`src/design/preemptive_priority_scheduler_defines.svh`:
```
// Assertion macros used by the scheduler datapath.
`ifndef PREEMPTIVE_PRIORITY_SCHEDULER_DEFINES_SVH
`define PREEMPTIVE_PRIORITY_SCHEDULER_DEFINES_SVH

// Same-cycle implication, disabled while reset is held.
`define PPS_ASSERT_NOW(lbl, ante, cons, msg) \
    lbl: assert property (@(posedge i_clk) disable iff (!i_rst_n) (ante) |-> (cons)) \
        else $error(msg);

// Next-cycle implication, disabled while reset is held.
`define PPS_ASSERT_NEXT(lbl, ante, cons, msg) \
    lbl: assert property (@(posedge i_clk) disable iff (!i_rst_n) (ante) |=> (cons)) \
        else $error(msg);

`endif

```
`src/design/pps_pkg.sv`:
```
package pps_pkg;

    localparam int SLOTS_DEF  = 4;
    localparam int SLOT_FW    = 2;
    localparam int TIME_W     = 16;
    localparam int BURST_W    = 16;
    localparam int PRIO_W     = 8;
    localparam int TURN_W     = 17;
    localparam int WAIT_W     = 16;
    localparam int SUM_W      = 32;
    localparam int SUM_XW     = SUM_W + 1;
    localparam int IN_DATA_W  = 48;
    localparam int OUT_DATA_W = 120;
    localparam int OUT_PAD_W  = 2;

    localparam logic [TIME_W-1:0] TIME_MAX = '1;

    typedef enum logic [0:0] {
        KIND_LOAD = 1'b0,
        KIND_TICK = 1'b1
    } t_kind;

    typedef enum logic [2:0] {
        ST_IDLE,
        ST_LOAD,
        ST_SCAN,
        ST_SERVE,
        ST_WAIT,
        ST_TOTAL,
        ST_OUT
    } t_state;

    typedef struct packed {
        logic [PRIO_W-1:0]  prio;
        logic [TIME_W-1:0]  arrival;
        logic [BURST_W-1:0] burst;
        logic [BURST_W-1:0] remaining;
    } t_task;

    typedef struct packed {
        logic start;
        logic load;
        logic scan;
        logic serve;
        logic calc_wait;
        logic total;
        logic out_load;
    } t_cmd;

    typedef struct packed {
        logic scan_done;
        logic out_free;
    } t_status;

endpackage

```
`src/design/pps_ctrl.sv`:
```
module pps_ctrl
    import pps_pkg::*;
(
    input  logic    i_clk,
    input  logic    i_rst_n,
    input  logic    i_in_valid,
    input  t_kind   i_in_kind,
    output logic    o_in_ready,
    input  t_status i_status,
    output t_cmd    o_cmd
);

    t_state r_state, n_state;

    always_ff @(posedge i_clk) begin
        if (!i_rst_n) begin
            r_state <= ST_IDLE;
        end else begin
            r_state <= n_state;
        end
    end

    always_comb begin
        n_state = r_state;
        unique case (r_state)
            ST_IDLE: begin
                if (i_in_valid) begin
                    n_state = (i_in_kind == KIND_TICK) ? ST_SCAN : ST_LOAD;
                end
            end
            ST_LOAD:  n_state = ST_OUT;
            ST_SCAN: begin
                if (i_status.scan_done) begin
                    n_state = ST_SERVE;
                end
            end
            ST_SERVE: n_state = ST_WAIT;
            ST_WAIT:  n_state = ST_TOTAL;
            ST_TOTAL: n_state = ST_OUT;
            ST_OUT: begin
                if (i_status.out_free) begin
                    n_state = ST_IDLE;
                end
            end
            default:  n_state = ST_IDLE;
        endcase
    end

    always_comb begin
        o_cmd      = '0;
        o_in_ready = 1'b0;
        unique case (r_state)
            ST_IDLE: begin
                o_in_ready  = 1'b1;
                o_cmd.start = i_in_valid;
            end
            ST_LOAD:  o_cmd.load      = 1'b1;
            ST_SCAN:  o_cmd.scan      = 1'b1;
            ST_SERVE: o_cmd.serve     = 1'b1;
            ST_WAIT:  o_cmd.calc_wait = 1'b1;
            ST_TOTAL: o_cmd.total     = 1'b1;
            ST_OUT:   o_cmd.out_load  = i_status.out_free;
            default:  o_cmd = '0;
        endcase
    end

endmodule

```
`src/design/pps_datapath.sv`:
```
`include "preemptive_priority_scheduler_defines.svh"

module pps_datapath
    import pps_pkg::*;
#(
    parameter int SLOTS = SLOTS_DEF
) (
    input  logic                  i_clk,
    input  logic                  i_rst_n,
    input  t_cmd                  i_cmd,
    output t_status               o_status,
    input  logic [IN_DATA_W-1:0]  i_in_data,
    input  t_kind                 i_in_kind,
    output logic                  o_out_valid,
    input  logic                  i_out_ready,
    output logic [OUT_DATA_W-1:0] o_out_data
);

    localparam int AW = (SLOTS > 1) ? $clog2(SLOTS) : 1;
    localparam int CW = $clog2(SLOTS + 1);

    // captured item
    t_kind               r_kind;
    logic [SLOT_FW-1:0]  r_slot;
    logic [TIME_W-1:0]   r_arrival;
    logic [BURST_W-1:0]  r_burst;
    logic [PRIO_W-1:0]   r_prio;

    // task table and per-slot busy bits
    t_task               r_mem [SLOTS];
    logic [SLOTS-1:0]    r_busy, n_busy;

    // scan
    logic [CW-1:0]       r_idx;
    t_task               r_rd;
    logic [AW-1:0]       r_rd_idx;
    logic                r_rd_valid;
    logic                r_found;
    logic [AW-1:0]       r_best_idx;
    t_task               r_best;

    // per-item results and running state
    logic                r_ran_valid;
    logic [SLOT_FW-1:0]  r_ran_slot;
    logic                r_finished;
    logic [TURN_W-1:0]   r_turn;
    logic [WAIT_W-1:0]   r_wait;
    logic [TIME_W-1:0]   r_tick;
    logic [SUM_W-1:0]    r_wait_total;
    logic [SUM_W-1:0]    r_turn_total;
    logic                r_out_valid;
    logic [OUT_DATA_W-1:0] r_out_data;

    logic                load_hit;
    logic [AW-1:0]       load_addr;
    logic                scan_rd;
    logic                eligible;
    logic                better;
    logic                finishing;
    t_task               served;
    logic [TURN_W-1:0]   turn_calc;
    logic [WAIT_W-1:0]   wait_calc;
    logic [SUM_XW-1:0]   wsum;
    logic [SUM_XW-1:0]   tsum;
    logic [TIME_W-1:0]   tick_next;

    assign load_hit  = 32'(r_slot) < SLOTS;
    assign load_addr = AW'(r_slot);
    assign scan_rd   = i_cmd.scan && (r_idx < CW'(SLOTS));

    assign eligible = r_rd_valid && r_busy[r_rd_idx] && (r_rd.arrival <= r_tick);
    assign better   = !r_found || (r_rd.prio < r_best.prio) ||
                      ((r_rd.prio == r_best.prio) && (r_rd.arrival < r_best.arrival));

    assign finishing = r_found && (r_best.remaining == BURST_W'(1));
    always_comb begin
        served           = r_best;
        served.remaining = r_best.remaining - BURST_W'(1);
    end

    assign turn_calc = TURN_W'(r_tick) + TURN_W'(1) - TURN_W'(r_best.arrival);
    assign wait_calc = (r_turn > TURN_W'(r_best.burst)) ?
                       WAIT_W'(r_turn - TURN_W'(r_best.burst)) : '0;

    assign wsum = {1'b0, r_wait_total} + SUM_XW'(r_wait);
    assign tsum = {1'b0, r_turn_total} + SUM_XW'(r_turn);

    assign tick_next = ((r_kind == KIND_TICK) && (r_tick != TIME_MAX)) ?
                       r_tick + TIME_W'(1) : r_tick;

    always_comb begin
        n_busy = r_busy;
        if (i_cmd.load && load_hit) begin
            n_busy[load_addr] = (r_burst != '0);
        end
        if (i_cmd.serve && finishing) begin
            n_busy[r_best_idx] = 1'b0;
        end
    end

    // table: one write port, one registered read port
    always_ff @(posedge i_clk) begin
        if (i_cmd.load && load_hit) begin
            r_mem[load_addr] <= '{prio: r_prio, arrival: r_arrival,
                                  burst: r_burst, remaining: r_burst};
        end else if (i_cmd.serve && r_found) begin
            r_mem[r_best_idx] <= served;
        end
        if (scan_rd) begin
            r_rd     <= r_mem[r_idx[AW-1:0]];
            r_rd_idx <= r_idx[AW-1:0];
        end
    end

    always_ff @(posedge i_clk) begin
        if (!i_rst_n) begin
            r_busy       <= '0;
            r_tick       <= '0;
            r_wait_total <= '0;
            r_turn_total <= '0;
            r_out_valid  <= 1'b0;
            r_rd_valid   <= 1'b0;
            r_found      <= 1'b0;
            r_idx        <= '0;
            r_ran_valid  <= 1'b0;
            r_finished   <= 1'b0;
        end else begin
            r_busy     <= n_busy;
            r_rd_valid <= scan_rd;
            if (i_cmd.start) begin
                r_idx       <= '0;
                r_found     <= 1'b0;
                r_ran_valid <= 1'b0;
                r_finished  <= 1'b0;
            end else if (scan_rd) begin
                r_idx <= r_idx + CW'(1);
            end
            if (eligible && better) begin
                r_found <= 1'b1;
            end
            if (i_cmd.serve && r_found) begin
                r_ran_valid <= 1'b1;
                r_finished  <= finishing;
            end
            if (i_cmd.total && r_finished) begin
                r_wait_total <= wsum[SUM_W] ? '1 : wsum[SUM_W-1:0];
                r_turn_total <= tsum[SUM_W] ? '1 : tsum[SUM_W-1:0];
            end
            if (i_cmd.out_load) begin
                r_tick      <= tick_next;
                r_out_valid <= 1'b1;
            end else if (i_out_ready) begin
                r_out_valid <= 1'b0;
            end
        end
    end

    always_ff @(posedge i_clk) begin
        if (i_cmd.start) begin
            r_kind     <= i_in_kind;
            r_slot     <= i_in_data[SLOT_FW-1:0];
            r_arrival  <= i_in_data[SLOT_FW +: TIME_W];
            r_burst    <= i_in_data[SLOT_FW+TIME_W +: BURST_W];
            r_prio     <= i_in_data[SLOT_FW+TIME_W+BURST_W +: PRIO_W];
            r_ran_slot <= '0;
            r_turn     <= '0;
            r_wait     <= '0;
        end
        if (eligible && better) begin
            r_best     <= r_rd;
            r_best_idx <= r_rd_idx;
        end
        if (i_cmd.serve && r_found) begin
            r_ran_slot <= SLOT_FW'(r_best_idx);
            r_turn     <= finishing ? turn_calc : '0;
        end
        if (i_cmd.calc_wait && r_finished) begin
            r_wait <= wait_calc;
        end
        if (i_cmd.out_load) begin
            r_out_data <= {{OUT_PAD_W{1'b0}}, r_turn_total, r_wait_total, tick_next,
                           ~|r_busy, r_wait, r_turn, r_finished, r_ran_slot, r_ran_valid};
        end
    end

    assign o_status.scan_done = (r_idx == CW'(SLOTS)) && !r_rd_valid;
    assign o_status.out_free  = !r_out_valid || i_out_ready;
    assign o_out_valid        = r_out_valid;
    assign o_out_data         = r_out_data;

    `PPS_ASSERT_NOW(a_out_no_overwrite, i_cmd.out_load, !r_out_valid || i_out_ready, "result register overwritten while pending")
    `PPS_ASSERT_NOW(a_finish_has_run, r_finished, r_ran_valid, "task finished without service")
    `PPS_ASSERT_NEXT(a_finish_clears_busy, i_cmd.serve && finishing, !r_busy[$past(r_best_idx)], "finished slot still busy")
    `PPS_ASSERT_NEXT(a_tick_monotonic, 1'b1, r_tick >= $past(r_tick), "tick count moved backward")

endmodule

```
`src/design/preemptive_priority_scheduler.sv`:
```
// Load transaction: after acceptance the item is captured, the table is written, then the result is registered.
// Tick transaction: the scan reads one table entry per cycle through the single read
// port, then serve, waiting, totals, result.
// One transaction in flight; the next is accepted while a result waits in the output register.
// Reset (i_rst_n low, synchronous): all slots empty, time and totals zero, no result pending.
module preemptive_priority_scheduler
    import pps_pkg::*;
#(
    parameter int SLOTS = SLOTS_DEF
) (
    input  logic                  i_clk,
    input  logic                  i_rst_n,
    input  logic                  s_axis_tvalid,
    output logic                  s_axis_tready,
    // [1:0] slot, [17:2] arrival, [33:18] burst, [41:34] priority_req, [47:42] zero
    input  logic [IN_DATA_W-1:0]  s_axis_tdata,
    // [0] kind
    input  logic                  s_axis_tuser,
    output logic                  m_axis_tvalid,
    input  logic                  m_axis_tready,
    // [0] ran_valid, [2:1] ran_slot, [3] finished, [20:4] turnaround, [36:21] waiting,
    // [37] all_done, [53:38] time_now, [85:54] wait_sum, [117:86] turnaround_sum,
    // [119:118] zero
    output logic [OUT_DATA_W-1:0] m_axis_tdata
);

    t_cmd    cmd;
    t_status status;
    t_kind   in_kind;

    // tuser carries the transaction kind: load a slot or advance one tick
    assign in_kind = t_kind'(s_axis_tuser);

    // sequencer: accept, then load or scan/serve/account, then hand over the result
    pps_ctrl u_ctrl (
        .i_clk      (i_clk),
        .i_rst_n    (i_rst_n),
        .i_in_valid (s_axis_tvalid),
        .i_in_kind  (in_kind),
        .o_in_ready (s_axis_tready),
        .i_status   (status),
        .o_cmd      (cmd)
    );

    // task table, best-slot search, completion math and output register
    pps_datapath #(
        .SLOTS (SLOTS)
    ) u_datapath (
        .i_clk       (i_clk),
        .i_rst_n     (i_rst_n),
        .i_cmd       (cmd),
        .o_status    (status),
        .i_in_data   (s_axis_tdata),
        .i_in_kind   (in_kind),
        .o_out_valid (m_axis_tvalid),
        .i_out_ready (m_axis_tready),
        .o_out_data  (m_axis_tdata)
    );

endmodule
```
`config.mk`:
```
export PLATFORM = sky130hd
export DESIGN_NAME = preemptive_priority_scheduler
export DESIGN_NICKNAME = d
export VERILOG_FILES = /design/src/design/pps_pkg.sv /design/src/design/pps_ctrl.sv /design/src/design/pps_datapath.sv /design/src/design/preemptive_priority_scheduler.sv
export VERILOG_INCLUDE_DIRS = /design/src /design/src/design
export SDC_FILE = /design/constraint.sdc
export NUM_CORES = 1
export LEC_CHECK = 0
export ABC_CLOCK_PERIOD_IN_PS = 5700
export BUFFER_PORTS_ARGS = -buffer_cell sky130_fd_sc_hd__buf_2
export CAP_MARGIN = 40
export CORE_MARGIN = 5
export CORE_UTILIZATION = 60
export DETAILED_ROUTE_END_ITERATION = 12
export GPL_TIMING_DRIVEN = 0
export PLACE_DENSITY_LB_ADDON = 0.25
export RECOVER_POWER = 100
export SYNTH_ARGS = -nofsm -noshare
export SYNTH_HDL_FRONTEND = slang
export SYNTH_SLANG_ARGS = --single-unit
```
`constraint.sdc`:
```
create_clock -name i_clk -period 5.7 [get_ports i_clk]
set_input_delay 0.57 -clock i_clk [delete_from_list [all_inputs] [get_ports i_clk]]
set_output_delay 0.57 -clock i_clk [all_outputs]
set_load 0.1 [all_outputs]
```
* After elaboration in Yosys (flattened, before gate mapping) *
Memories as Yosys holds them, arrays and structs flattened. A register that Yosys moved wholly into a read port is not among the register bits.
Index checks and enable logic that the tools add are counted.
Widths: inputs -> output; s select.

storage, ports and cells
  flip-flop bits (word level) = 351
  bits in writable memories = 224
  input bits = 53
  output and inout bits = 122
  word-level logic and storage cells = 140
  memories kept = 1

memory list
  memory            depth  bits a word  rd ports  clocked after memory_dff  wr ports  line                RTL
  u_datapath.r_mem  4      56           1         1                         1         pps_datapath.sv:30  t_task r_mem [SLOTS];

cells by class
  $add $sub $neg = 8
  order comparisons = 10
  equality and inequality tests = 13
  mux-type cells = 47
  bitwise logic cells = 3
  reductions and logical operators = 32

operator list
  kind                   count
  $mux 16                4
  $mux 32                2
  $mux 56                1
  $reduce_or 56->1       1
  $mux 17                3
  $add 32x16->33         1
  $add 32x17->33         1
  $mux 1                 23
  $pmux 3 s6             1
  $add 16x1->17 const B  1
  $gt 17x16->1           1
  $sub 17x16->17         1
  $add 16x1->16 const B  1
  $eq 16x1->1 const B    1
  $le 16x16->1           1
  $lt 16x16->1           1
  $ne 16x16->1 const B   1
  $reduce_bool 16->1     1
  $sub 16x1->16 const B  1
  $sub 16x16->16         1
  $logic_and 1x1->1      14
  $eq 3x3->1 const B     4
  $lt 2x3->1 const B     3
  $mux 3                 3
  24 further kinds       41

* Depth between registers and ports, before layout *
  depth in word-level cells = 8
  mapped depth = 14
  gate-level depth less buffers = 14

* By module *
A second synthesis with hierarchy kept.

second synthesis, totals
  cell total of the unflattened synthesis = 1,890
  area, all modules = 26,994.6 sq um

by module, submodules not included
  module        instances  cells each  area each (sq um)  seq. area each (sq um)
  pps_datapath  1          1,863       26,768.2           17,937.2
  pps_ctrl      1          27          226.5              60.1

* Worst setup path before layout *
Ideal clock, no wire load.

  path kind = register -> register
  from = register u_datapath.r_out_valid (netlist: u_datapath.o_out_valid)
  to = register u_datapath.r_tick[2]
  setup time = 128 ps
  data arrival time = 5,271 ps
  data required time = 5,572 ps
  slack = 302 ps
  cell stages (with the launch flop) = 7
  buffers on the path = 1
  period minus slack after synthesis = 5,398 ps
  cell sequence = dfxtp_1 > nor2b_1 > nor2_1 > clkbuf_1 > nand3_1 > xnor2_1 > nor2_1

RTL lines
  what                    line                 RTL
  from (decl)             pps_datapath.sv:51   logic r_out_valid;
  from (signal assigned)  pps_datapath.sv:121  r_out_valid <= 1'b0;
  from (signal assigned)  pps_datapath.sv:151  r_out_valid <= 1'b1;
  from (signal assigned)  pps_datapath.sv:153  r_out_valid <= 1'b0;
  to (signal assigned)    pps_datapath.sv:150  r_tick <= tick_next;
  to (decl)               pps_datapath.sv:48   logic [TIME_W-1:0] r_tick;

* Worst setup path after layout *
  from = register u_ctrl.r_state[2]
  to = memory u_datapath.r_mem[2][46] (netlist name), enable pin

on the way
  cells in the longest elaborated chain, start to end = 8
  elaborated cells on any way between the ends = 13
  classes of those cells = eq/ne (2); mux (9); reduce/logical (2)

ends and longest elaborated chain
  what                                                      line                 RTL
  from (decl)                                               pps_ctrl.sv:13       t_state r_state, n_state;
  from (signal assigned)                                    pps_ctrl.sv:19       r_state <= n_state;
  $eq 3x2->1                                                pps_ctrl.sv:52       unique case (r_state)
  $mux 1                                                    pps_ctrl.sv:52
  $logic_and 1x1->1                                         pps_datapath.sv:106  end else if (i_cmd.serve && r_found) begin
  $mux 1                                                    pps_datapath.sv:106
  $mux 1                                                    pps_datapath.sv:103  if (i_cmd.load && load_hit) begin
  $mux 1 (implied by the code)                              pps_datapath.sv:107  r_mem[r_best_idx] <= served;
  $reduce_or 56->1 (no source line)                         -
  $mux 2 (no source line) / $mux 1 (equally long branches)  -
  to (decl)                                                 pps_datapath.sv:30

Parallel ways exist; a longest one is shown, timed or not.

==> qor.yml <==
run_status:
  run_status: "finished, violations left"
  violations: "max-capacitance violations, max-slew violations"
synthesis:
  yosysUniqueCellTypes: 89
  synth_flop_cell: "edfxtp_1"
  syn_avg_cell_area_um2: 14.4
  seq_area_frac_synth: 0.669
  syn-cell-area_um2: 26900
  synth-seq-cells: 631
  synth_edf_count: 536
  synth_cells: 1864
  yosysWarnings: 0
  synthArstFlopShare: 0
cts:
  clk_pin_slew_ns: 0.06
  cts_setup_buffers: 0
  cts_tree: "built"
  ctsHoldBuffers: 0
  clock_path_buffers: 3
  cts_resized: 0
  root_buffer: "clkbuf_16"
  cts_sinks: 631
  htreeDepth: 2
  clock_latency_ns: 0.64
  cts_buffers: 59
pwr:
  vdd_drop_max_uv: 235
  clkPwrFrac: 0.386
  power_frac_seq: 0.527
  switching_share: 0.238
  power_switching_mw: 2.46
  p_comb_frac: 0.086
  p_leak_nw: 10.9
  powerDensity_nw_per_um2: 339
  p_int_mw: 7.87
worst_setup_path:
  cp_max_fo: 22
  worstPathRequired_ns: 5.93
  worstPathArrival_ns: 4.64
  critPathCaptureType: "flop"
  worstSetupPathType: "flop to flop"
  startpoint_type: "flop"
placed_design:
  gp_congestion: 0.880
  port_buffers: 166
  placed_cells: 2643
  place_ws_ns: 2.11
  hpwl_um: 43600
  place_area_um2: 28900
sta:
  finalMaxSlewViolations: 139
  clock.fmax_mhz: 227
  whs_ns: 0.102
  period_share: 0.774
  skew_ns: 0.0210
  setup_viol: 0
  fin_crit_ns: 4.41
  worstMarginPinSlew_ns: 1.94
  hold_violations: 0
  relSlewSlack: -0.292
  worst_slack_ns: 1.29
  rsz0062_at_grt: "false"
grt:
  grt_overflow: 0
  antenna_found_initial: 1
  first_global_vias: 16200
  grt_usage: 0.246
  grt_max_degree: 67
  grt_pass1_wl_um: 94200
route:
  wl_um: 61200
  first_iter_violations: 1338
  vias: 16400
  wire_per_inst_um: 22.2
  dr.pass1.iters: 5
  drc: 0
  ant_nets: 0
  via_per_inst: 5.95
final_layout:
  final_core_util: 0.688
  layout_common_cells: "536 x edfxtp_1, 193 x clkbuf_1, 125 x o21ai_0"
  final_area_um2: 30500
  layout_commonest_cell: "edfxtp_1"
  diodes: 0
  syn_to_final_growth_pct: 13.4
  drive_above_1_share: 0.110
  finalNetCount: 2295
  instances_no_fill: 2754
min_path:
  holdCritPathClass: "input port to flop"
floorplan:
  die_h_um: 222
  ioPinCount: 175
  rows: 77
  initial_core_util: 0.607
  coreArea_um2: 44300
  die-area_um2: 49100
  die_x_um: 222
job:
  drv_cap: 4
final timing paths:
check	startpoint	end	slack, ns	cells after the start
setup / recovery	u_ctrl.r_state[2]	u_datapath.r_mem[2][46]	1.29	7
setup reg to reg	u_ctrl.r_state[2]	u_datapath.r_mem[2][46]	1.29	7
hold / removal	s_axis_tdata[0]	u_datapath.load_addr[0]	0.10	1
hold reg to reg	u_datapath.r_rd[22]	u_datapath.r_best[22]	0.41	0
per-stage QoR:
step           setup TNS (ns)  power [mW]
2_1_floorplan               0        6.13
3_3_place_gp          -412.64        6.39
3_5_place_dp                0        6.46
4_1_cts                     0        10.4
5_1_grt                     0        10.7
6_report                    0        10.3
cells by family after synthesis:
family	count (synthesis)	synth area share
adder cells (fa/ha/maj)	128	0.0607
other	1	0.000139
multiplexers	65	0.0508
XOR/XNOR	95	0.0309
flip-flops	631	0.669
AO/OA/AOI/OAI	353	0.0827
AND/OR/NAND/NOR	448	0.0840
buffers and inverters	143	0.0213
per-layer routing:
layer | GRT usage | share of wire | up-vias
met5 | 0 | 0.00021 | -
met4 | 0.0644 | 0.021 | 2
met3 | 0.0399 | 0.065 | 93
met2 | 0.416 | 0.49 | 635
met1 | 0.338 | 0.42 | 8053
li1 | - | - | 7600
state kept, by name, summed over array words and instances (netlist names), 4 cells and up:
register,count
u_datapath.r_arrival,16
u_datapath.r_rd,56
u_datapath.r_prio,8
u_datapath.o_out_data,118
u_datapath.r_wait_total,32
u_datapath.r_busy,4
u_datapath.r_turn,17
u_datapath.r_turn_total,32
u_datapath.r_mem,224
u_datapath.r_wait,16
u_datapath.r_best,56
u_datapath.r_tick,16
u_datapath.r_burst,16
critical path, cell delays in order, from the launching register on:
cell,delay [ns]
dfxtp_1,0.35
clkbuf_1,0.31
nor2_1,0.18
nand3_1,0.43
clkbuf_1,0.64
a21oi_1,0.26
nor2_4,0.63
clkbuf_1,1.18
cells in the mapped netlist, types with 14 or more instances:
| cell type | count | area, um2 |
|---|---|---|
| nor2_1 | 102 | 383 |
| o21ai_0 | 122 | 611 |
| xnor2_1 | 65 | 569 |
| xor2_1 | 30 | 263 |
| inv_1 | 84 | 315 |
| edfxtp_1 | 536 | 16100 |
| nor4_1 | 14 | 87.6 |
| nor2b_1 | 14 | 87.6 |
| nor3_1 | 40 | 200 |
| nand4_1 | 18 | 113 |
| nand3_1 | 36 | 180 |
| clkbuf_1 | 38 | 143 |
| nand2b_1 | 15 | 93.8 |
| mux4_2 | 57 | 1280 |
| a21o_1 | 25 | 188 |
| a21oi_1 | 94 | 470 |
| and3_1 | 22 | 138 |
| ha_1 | 124 | 1550 |
| o21a_1 | 15 | 113 |
| and2_1 | 14 | 87.6 |
| dfxtp_1 | 95 | 1900 |
| a31oi_1 | 17 | 106 |
| nand2_1 | 121 | 454 |
power by group through the flow:
stage / registers (mW) / clock network, mW / logic [mW]
finish: 5.45 / 3.99 / 0.893
global route: 5.46 / 4.25 / 0.974
CTS: 5.44 / 4.04 / 0.935
detailed placement: 5.54 / 0 / 0.928
global placement: 5.56 / 0 / 0.836
floorplan: 5.59 / 0 / 0.534
layout make-up:
cell class	count	area, um2
buffer	55	221
clock buffer	69	1510
clock inverter	40	459
fill	3140	13800
inverter	88	330
multi-input combinational	1091	8250
sequential	631	18000
tap	592	741
timing repair buffer	188	966
(Power assumes the default switching activity.)
